File: src/rtl/core/edit_distance_engine_unit_defines.svh
// -----------------------------------------------------------------------------
// Edit distance engine assertion macros
// Shared concurrent check forms, clocked on clk and disabled during rst.
// -----------------------------------------------------------------------------
`ifndef EDIT_DISTANCE_ENGINE_UNIT_DEFINES_SVH
`define EDIT_DISTANCE_ENGINE_UNIT_DEFINES_SVH

// Same-cycle implication: cons must hold whenever ante holds.
`define EDD_ASSERT_NOW(lbl, ante, cons, msg) \
  lbl: assert property (@(posedge clk) disable iff (rst) (ante) |-> (cons)) \
    else $error(msg);

// Next-cycle implication: cons must hold in the cycle after ante.
`define EDD_ASSERT_NEXT(lbl, ante, cons, msg) \
  lbl: assert property (@(posedge clk) disable iff (rst) (ante) |=> (cons)) \
    else $error(msg);

`endif

File: src/rtl/core/edd_pkg.sv
// -----------------------------------------------------------------------------
// Edit distance engine package
// Shared widths, command codes and the cell interface structs.
// -----------------------------------------------------------------------------
package edd_pkg;

  localparam int EDD_MAX_LEN = 64;   // default string length limit
  localparam int CHAR_W      = 16;   // character code unit
  localparam int CMD_W       = 2;
  localparam int OUT_DIST_W  = 7;    // reported distance width

  typedef enum logic [CMD_W-1:0] {
    CMD_APPEND = 2'd0,   // load one pattern character
    CMD_STREAM = 2'd1,   // process one text character
    CMD_FINISH = 2'd2    // emit distance and clear
  } edd_cmd_t;

  // Broadcast control from the top level to every cell.
  typedef struct packed {
    logic              clear;
    logic              load;
    logic [CHAR_W-1:0] load_char;
  } edd_ctl_t;

  // Wavefront token moving one cell per cycle.
  typedef struct packed {
    logic              valid;
    logic [CHAR_W-1:0] ch;
  } edd_tok_t;

endpackage

File: src/rtl/core/edd_cell.sv
// -----------------------------------------------------------------------------
// Edit distance cell
// Holds one pattern character and one distance column; updates the column
// when a text character passes and hands the result to the next cell.
// -----------------------------------------------------------------------------
module edd_cell import edd_pkg::*; #(
  parameter int DW  = 7,
  parameter int IDX = 1
) (
  input  logic          clk,
  input  logic          rst,
  input  edd_ctl_t      ctl,
  input  logic          prev_loaded,
  input  edd_tok_t      tok_in,
  input  logic [DW-1:0] diag_in,
  input  logic [DW-1:0] left_in,
  output logic          loaded,
  output edd_tok_t      tok_out,
  output logic [DW-1:0] diag_out,
  output logic [DW-1:0] left_out
);

  localparam logic [DW-1:0] RESET_DIST = DW'(IDX);

  logic [CHAR_W-1:0] pchar;
  logic [DW-1:0]     col_dist;
  logic [DW-1:0]     col_dist_next;
  logic              tok_valid;
  logic [CHAR_W-1:0] tok_ch;
  logic [DW:0]       from_left;
  logic [DW:0]       from_up;
  logic [DW:0]       from_diag;
  logic [DW:0]       min_lu;
  logic [DW:0]       min_all;

  // Unit costs: insert, delete, substitute (free on a match).
  always_comb begin
    from_left     = {1'b0, left_in} + 1'b1;
    from_up       = {1'b0, col_dist} + 1'b1;
    from_diag     = {1'b0, diag_in} + {{DW{1'b0}}, (pchar != tok_in.ch)};
    min_lu        = (from_left < from_up) ? from_left : from_up;
    min_all       = (min_lu < from_diag) ? min_lu : from_diag;
    col_dist_next = min_all[DW-1:0];
  end

  always_ff @(posedge clk) begin
    if (rst || ctl.clear) begin
      loaded    <= 1'b0;
      col_dist  <= RESET_DIST;
      tok_valid <= 1'b0;
    end else begin
      if (ctl.load && prev_loaded && !loaded) begin
        loaded <= 1'b1;
      end
      if (tok_in.valid && loaded) begin
        col_dist <= col_dist_next;
      end
      tok_valid <= tok_in.valid;
    end
  end

  // Payload: no reset needed.
  always_ff @(posedge clk) begin
    if (ctl.load && prev_loaded && !loaded) begin
      pchar <= ctl.load_char;
    end
    tok_ch <= tok_in.ch;
    if (loaded) begin
      diag_out <= col_dist;
      left_out <= col_dist_next;
    end else begin
      // Unused cell: pass the last real column on unchanged.
      diag_out <= diag_in;
      left_out <= left_in;
    end
  end

  assign tok_out = '{valid: tok_valid, ch: tok_ch};

endmodule
File: config.mk
export PLATFORM = sky130hd
export DESIGN_NAME = edd_cell
export DESIGN_NICKNAME = d
export VERILOG_FILES = /design/src/rtl/core/edit_distance_engine_unit_defines.svh /design/src/rtl/core/edd_pkg.sv /design/src/rtl/core/edd_cell.sv
export SDC_FILE = /design/constraint.sdc
export NUM_CORES = 1
export LEC_CHECK = 0
export ABC_AREA = 1
export BUFFER_PORTS_ARGS = -buffer_cell sky130_fd_sc_hd__buf_4
export CAP_MARGIN = 25
export CORE_UTILIZATION = 51
export CTS_CLUSTER_SIZE = 10
export DETAILED_ROUTE_END_ITERATION = 7
export PLACE_DENSITY = 0.85
export SLEW_MARGIN = 5
export SYNTH_ARGS = -nofsm -noshare
export SYNTH_HDL_FRONTEND = slang
export SYNTH_SLANG_ARGS = --single-unit
File: constraint.sdc
create_clock -name clk -period 3.9 [get_ports clk]
set_input_delay 0.39 -clock clk [delete_from_list [all_inputs] [get_ports clk]]
set_output_delay 0.39 -clock clk [all_outputs]
set_load 0.05 [all_outputs]
==> reports/metrics.cfg, run 1 <==
[global_route]
grt_pass1_vias=2315
antenna_found_initial=0
grt_usage_pct=23.1
grt.overflow.total=0
grt_max_degree=31
grt_pass1_wl_um=10600

[floorplanning]
core_um2=5170
ios=84
initial_core_util_pct=53.9
die-area_um2=5770
die_w_um=76.0
die_y_um=76.0
placementRows=26

[detailed_routing]
first_pass_iters=4
post_drt_via_cell_ratio=5.05
drt_iter0_drc=210
wirelength_um=6550
drtAntennaViolNets=0
vias=2475
drc=0
wl_per_cell_um=13.4

[synth]
synth_nets=399
yosysUniqueCellTypes=33
synth_top_area_share_pct=28.0
synthArstFlopShare_pct=0
synth-simple-area-share_pct=22.5
synth_edf_count=16
synth_top_family_by_area=simple AND/OR/NAND/NOR gates
synth_area_leaders=dfxtp_1 (28%), edfxtp_1 (17%), nand2_1 (8.2%)
synth_fa_ha_area_share_pct=7.62
yosys_most_used_dff=dfxtp_1
synthMuxAreaShare_pct=0.807
yosysMostFrequentCell=nand2_1
ys_top_cells_by_count=nand2_1 (61), inv_1 (52), dfxtp_1 (39), nand3_1 (34), o21ai_0 (19)
syn-cell-area_um2=2790
syn_inst=330
ys_warn_count=0
synth.avg_cell_area_um2=8.46
yosysTopAreaCell=dfxtp_1
seq_area_frac_synth_pct=45.2
synth_xor_area_share_pct=8.16
synth-seq-cells=55
synth_compound_area_share_pct=6.68

[final_layout]
utilization_pct=69.5
antennaDiodeCount=0
final-seq-area_um2=1260
drive_above_1_share_pct=27.1
fin_nets=488
multi_input_area_um2=1280
fillCellCount=396
syn2layout_area_growth_pct=28.9

[clock_network]
cts.path.max_buffers=2
ctsHoldBuffers=0
clk_pin_slew_ps=100
clockRootBuffer=clkbuf_8
clk_latency_ps=310
htreeDepth=2
cts_tree=done
cts.sinks=55
numCtsBuffers=5

[setup_path]
r2r_cells=20
arrival_ps=3860
path_cells=ha_1 > nand3_1 > nand3b_1 > xor2_1 > ha_1 > nand2_1 > a21oi_1 > nand2_2 > nand2_4 > clkinvlp_4 > o21ai_1 > ha_1 > a21oi_1 > nor2_1 > a211oi_1 > buf_4 > buf_4 > nand3_1 > nand3_1 > o21ai_1
worstPathMaxFanout=9
cp_top_family=compound AO/OA/AOI/OAI gates
worst-path-buf-inv=3
slowest_stage=dfxtp_1
reg2reg_slack_ps=210
reg2reg_to=left_out[3]$_DFF_P_
crit_path_end_kind=register
start_kind=register
cp.required_ps=4070
crit_type=register to register
cp_slowest_stage_delay_ps=410
r2r_start=col_dist[0]$_SDFFE_PP1P_

[sta]
post-route-min-period_ps=3690
finClkSkew_ps=8.96
finalSetupTns_ps=0
setup_viol=0
slew_headroom_pct=32.8
fmax_mhz=271
period_share_pct=94.5
drv_slew=0
worst_slew_pin_slew_ps=1010
hold_violations=0
setup_slack_ps=213

[outcome]
status=finished, final reports clean

[pwr]
power_leakage_uw=0.00179
vdd_drop_max_mv=0.321
powerDensity_nw_per_um2=350

[flow_run]
cap_violations=0

[hold_path]
min_to=tok_ch[1]$_DFF_P_
min-delay-start=tok_in[1]
hp-class=input port to register
whs_path_depth=1

[place]
dp_hpwl_um=5060
globalplace.congestion=0.872
dp_slack_ps=185
io_buffers=83

## worst max path at each step
stage / depth (start not counted) / endpoint / slack (ps) / from
6_report: 20 / left_out[3]$_DFF_P_ / 210 / col_dist[0]$_SDFFE_PP1P_
5_1_grt: 21 / col_dist[2]$_SDFFE_PP0P_ / -0.09 / col_dist[0]$_SDFFE_PP1P_
4_1_cts: 21 / col_dist[4]$_SDFFE_PP0P_ / 230 / col_dist[0]$_SDFFE_PP1P_
3_5_place_dp: 22 / col_dist[2]$_SDFFE_PP0P_ / 180 / tok_in[9]
3_3_place_gp: 22 / col_dist[5]$_SDFFE_PP0P_ / 280 / tok_in[9]
2_1_floorplan: 19 / left_out[2]$_DFF_P_ / 260 / tok_in[9]
## area by class of cell
type | count | share of cell area (%)
sequential | 55 | 35.1
timing repair buffer | 90 | 18.8
clock inverter | 3 | 0.626
clock buffer | 5 | 1.91
multi-input combinational | 214 | 35.5
inverter | 53 | 5.64
tap | 70 | 2.44
## metal layers
metal / vias to the layer above / part of all wire, % / global-route usage (%)
met5: - / 0 / 0
met4: 0 / 3.1 / 9.81
met3: 19 / 4.4 / 4.58
met2: 84 / 51 / 40.8
met1: 1134 / 42 / 27.2
li1: 1238 / - / -
## flip-flops by register name, summed over array words and instances (netlist names)
name,flops
pchar,16
tok_ch,16
col_dist,7
diag_out,7
left_out,7
loaded,1
tok_valid,1
## layout by cell type, fill, tap and decap left out
master	Yosys	layout
xor2_1	12	12
inv_6	0	1
mux2_2	2	2
o21ai_1	8	9
nand2_2	4	4
o21ai_0	19	18
nand2_1	61	61
nor2_2	2	2
a21oi_1	7	7
inv_2	1	1
nand2_4	3	3
nand3b_1	1	1
buf_4	1	90
edfxtp_1	16	16
nor3b_1	1	1
nor3_2	1	1
dfxtp_1	39	39
o2111ai_1	1	1
clkbuf_8	0	5
clkinv_2	0	1
a211oi_1	1	1
nand3_2	1	1
clkinv_4	0	1
and2_1	1	1
ha_1	17	17
nand4_1	7	7
clkinvlp_4	0	1
or2_0	1	1
xnor2_1	14	14
or4_1	1	1
or2_2	1	1
nor2_1	14	14
nand3_1	34	34
inv_1	52	51
## cells by family (layout without fill, tap and decap cells)
kind of cell | Yosys count | in the layout
AO/OA/AOI/OAI | 36 | 36
XOR/XNOR | 26 | 26
adder cells (fa/ha/maj) | 17 | 17
flip-flops | 55 | 55
buffers and inverters | 61 | 151
AND/OR/NAND/NOR | 133 | 133
multiplexers | 2 | 2
## where the power goes
part           switching, uW  total, uW  internal (uW)
Combinational            188        307            118
Sequential              12.3        629            617
Clock                    193        322            129
Total                    394       1260            865
## per-stage QoR
step | hold slack [ps] | cell area, um^2 | total power, uW | instances
finish | 185 | 3600 | 1260 | 490
global route | 174 | 3600 | 1310 | 490
CTS | 182 | 3550 | 1250 | 485
detailed placement | 512 | 3460 | 937 | 477
global placement | 511 | 3460 | 929 | 477
floorplan | 418 | 2790 | 833 | 330
## repair_timing
action / in CTS / in global routing
resized for setup: 0 / 2
setup endpoints to repair: 0 / 13
buffers inserted: 0 / 5
endpoints found under the hold margin: 0 / 0
(Power assumes the default switching activity.)
==> inputs of run 2 (changes only) <==
Settings changed: RECOVER_POWER set to 50.
==> run 2 against run 1 <==
Compared with the run above: power shrank 1.7%; combinational power decreased by 6%; largest cell class unchanged; worst setup slack gained 12 ps; largest power group unchanged; sequential share of layout area rose by 1.2 points.
==> reports/metrics.cfg, run 2 (synthesized netlist as in run 1, its figures left out) <==
[detailed_routing]
post_drt_via_cell_ratio=5.06  ; was 5.05
drtAntennaViolNets=0  ; unchanged
first_pass_iters=5  ; was 4
wirelength_um=6520  ; was 6550 um
drt_iter0_drc=228  ; was 210
vias=2477  ; was 2475
drc=0  ; unchanged
wl_per_cell_um=13.3  ; was 13.4 um

[place]
globalplace.congestion=0.872  ; unchanged
io_buffers=83  ; unchanged
dp_hpwl_um=5060  ; unchanged
dp_slack_ps=185  ; unchanged

[sta]
drv_slew=0  ; unchanged
finClkSkew_ps=6.19  ; was 8.96 ps
hold_violations=0  ; unchanged
worst_slew_pin_slew_ps=997  ; was 1010 ps
setup_slack_ps=226  ; was 213 ps
period_share_pct=94.2  ; was 94.5%
post-route-min-period_ps=3670  ; was 3690 ps
slew_headroom_pct=33.4  ; was 32.8%
fmax_mhz=272  ; was 271 MHz
finalSetupTns_ps=0  ; unchanged
setup_viol=0  ; unchanged

[setup_path]
startpoint=col_dist[0]$_SDFFE_PP1P_  ; unchanged
arrival_ps=3850  ; was 3860 ps
reg2reg_slack_ps=230  ; was 210 ps
reg2reg_to=left_out[3]$_DFF_P_  ; unchanged
start_kind=register  ; unchanged
r2r_cells=20  ; unchanged
crit_path_end_kind=register  ; unchanged
r2r_start=col_dist[0]$_SDFFE_PP1P_  ; unchanged
worstPathMaxFanout=9  ; unchanged
crit_type=register to register  ; unchanged
cp.required_ps=4070  ; about the same

[clock_network]
numCtsBuffers=5  ; unchanged
clk_pin_slew_ps=100  ; about the same
cts.path.max_buffers=2  ; unchanged
cts.sinks=55  ; unchanged
cts_tree=done  ; unchanged
clockRootBuffer=clkbuf_8  ; unchanged
htreeDepth=2  ; unchanged
clk_latency_ps=310  ; about the same
ctsHoldBuffers=0  ; unchanged

[floorplanning]
die_y_um=76.0  ; unchanged
core_um2=5170  ; unchanged
placementRows=26  ; unchanged
die-area_um2=5770  ; unchanged
die_w_um=76.0  ; unchanged
initial_core_util_pct=53.9  ; unchanged
ios=84  ; unchanged

[pwr]
vdd_drop_max_mv=0.300  ; was 0.321 mV
powerDensity_nw_per_um2=356  ; was 350 nW/um^2
power_leakage_uw=0.00167  ; was 0.00179 uW

[final_layout]
syn2layout_area_growth_pct=24.6  ; was 28.9%
final_common_cell=nand2_1  ; was buf_4
fin_nets=488  ; unchanged
final_cell_mix=nand2_1 (61), inv_1 (51), dfxtp_1 (39), buf_4 (39), nand3_1 (34)  ; was buf_4 (90), nand2_1 (61), inv_1 (51), dfxtp_1 (39), nand3_1 (34)
reg_top3=pchar x16, tok_ch x16  ; unchanged
drive_above_1_share_pct=19.5  ; was 27.1%
antennaDiodeCount=0  ; unchanged
utilization_pct=67.2  ; was 69.5%

[global_route]
grt.overflow.total=0  ; unchanged
grt_pass1_wl_um=10600  ; unchanged
grt_most_used_layer=met2  ; unchanged
antenna_found_initial=0  ; unchanged
use_met3_pct=4.58  ; unchanged
met1_usage_pct=27.2  ; unchanged
grt_pass1_vias=2315  ; unchanged
use_met2_pct=40.8  ; unchanged
grt_max_degree=31  ; unchanged
grt_usage_pct=23.1  ; unchanged

[flow_run]
cap_violations=0  ; unchanged

[hold_path]
whs_path_depth=1  ; unchanged
min_to=tok_ch[12]$_DFF_P_  ; was tok_ch[1]$_DFF_P_
min-delay-start=tok_in[12]  ; was tok_in[1]
hp-class=input port to register  ; unchanged

[outcome]
status=finished, final reports clean  ; unchanged

run 2: cell type report:
cell class	instances	area (um^2)
Inverter	53	203
Fill cell	424	1700
Clock inverter	3	22.5
Tap cell	70	87.6
Timing Repair Buffer	90	556
Sequential cell	55	1260
Clock buffer	5	68.8
Multi-Input combinational cell	214	1280
run 2: worst max-delay path by stage:
| stage | to | slack (ps) | cells past startpoint |
|---|---|---|---|
| finish | left_out[3]$_DFF_P_ | 230 | 20 |
| global route | col_dist[2]$_SDFFE_PP0P_ | -0.09 | 21 |
| CTS | col_dist[4]$_SDFFE_PP0P_ | 230 | 21 |
| detailed placement | col_dist[2]$_SDFFE_PP0P_ | 180 | 22 |
| global placement | col_dist[5]$_SDFFE_PP0P_ | 280 | 22 |
| floorplan | left_out[2]$_DFF_P_ | 260 | 19 |
run 2: worst max-delay path, cell delays in order (launching register included):
cell,delay (ps)
dfxtp_1,410
ha_1,210
nand3_1,120
nand3b_1,200
xor2_1,180
ha_1,280
nand2_1,40
a21oi_1,150
nand2_2,100
nand2_4,110
clkinvlp_4,150
o21ai_0,360
ha_1,300
nand2_1,80
nor2_1,50
a211oi_1,170
buf_4,210
buf_4,140
nand3_1,80
nand3_1,110
o21ai_1,80
run 2: timing repair:
action	CTS	global route
setup endpoints to repair	0	13
setup buffers	0	5
gates resized for setup	0	2
run 2: metrics by stage:
step | hold WS [ps] | cell area [um^2] | std cells | total power (uW)
final | 213 | 3480 | 490 | 1240
after detailed placement | 512 | 3460 | 477 | 937
after global placement | 511 | 3460 | 477 | 929
after floorplan | 418 | 2790 | 330 | 833
after global routing | 198 | 3480 | 490 | 1290
after CTS | 182 | 3550 | 485 | 1250
run 2: power by group:
group	switching [uW]	internal, uW	leakage (uW)
registers	12.0	617	0.000476
clock network	191	129	0.0000485
logic	188	101	0.00115
run 2: routing by layer:
layer | up-vias | wire length [um]
li1 | 1238 | -
met1 | 1129 | 2640
met2 | 91 | 3320
met3 | 19 | 362
met4 | 0 | 195
met5 | - | 0
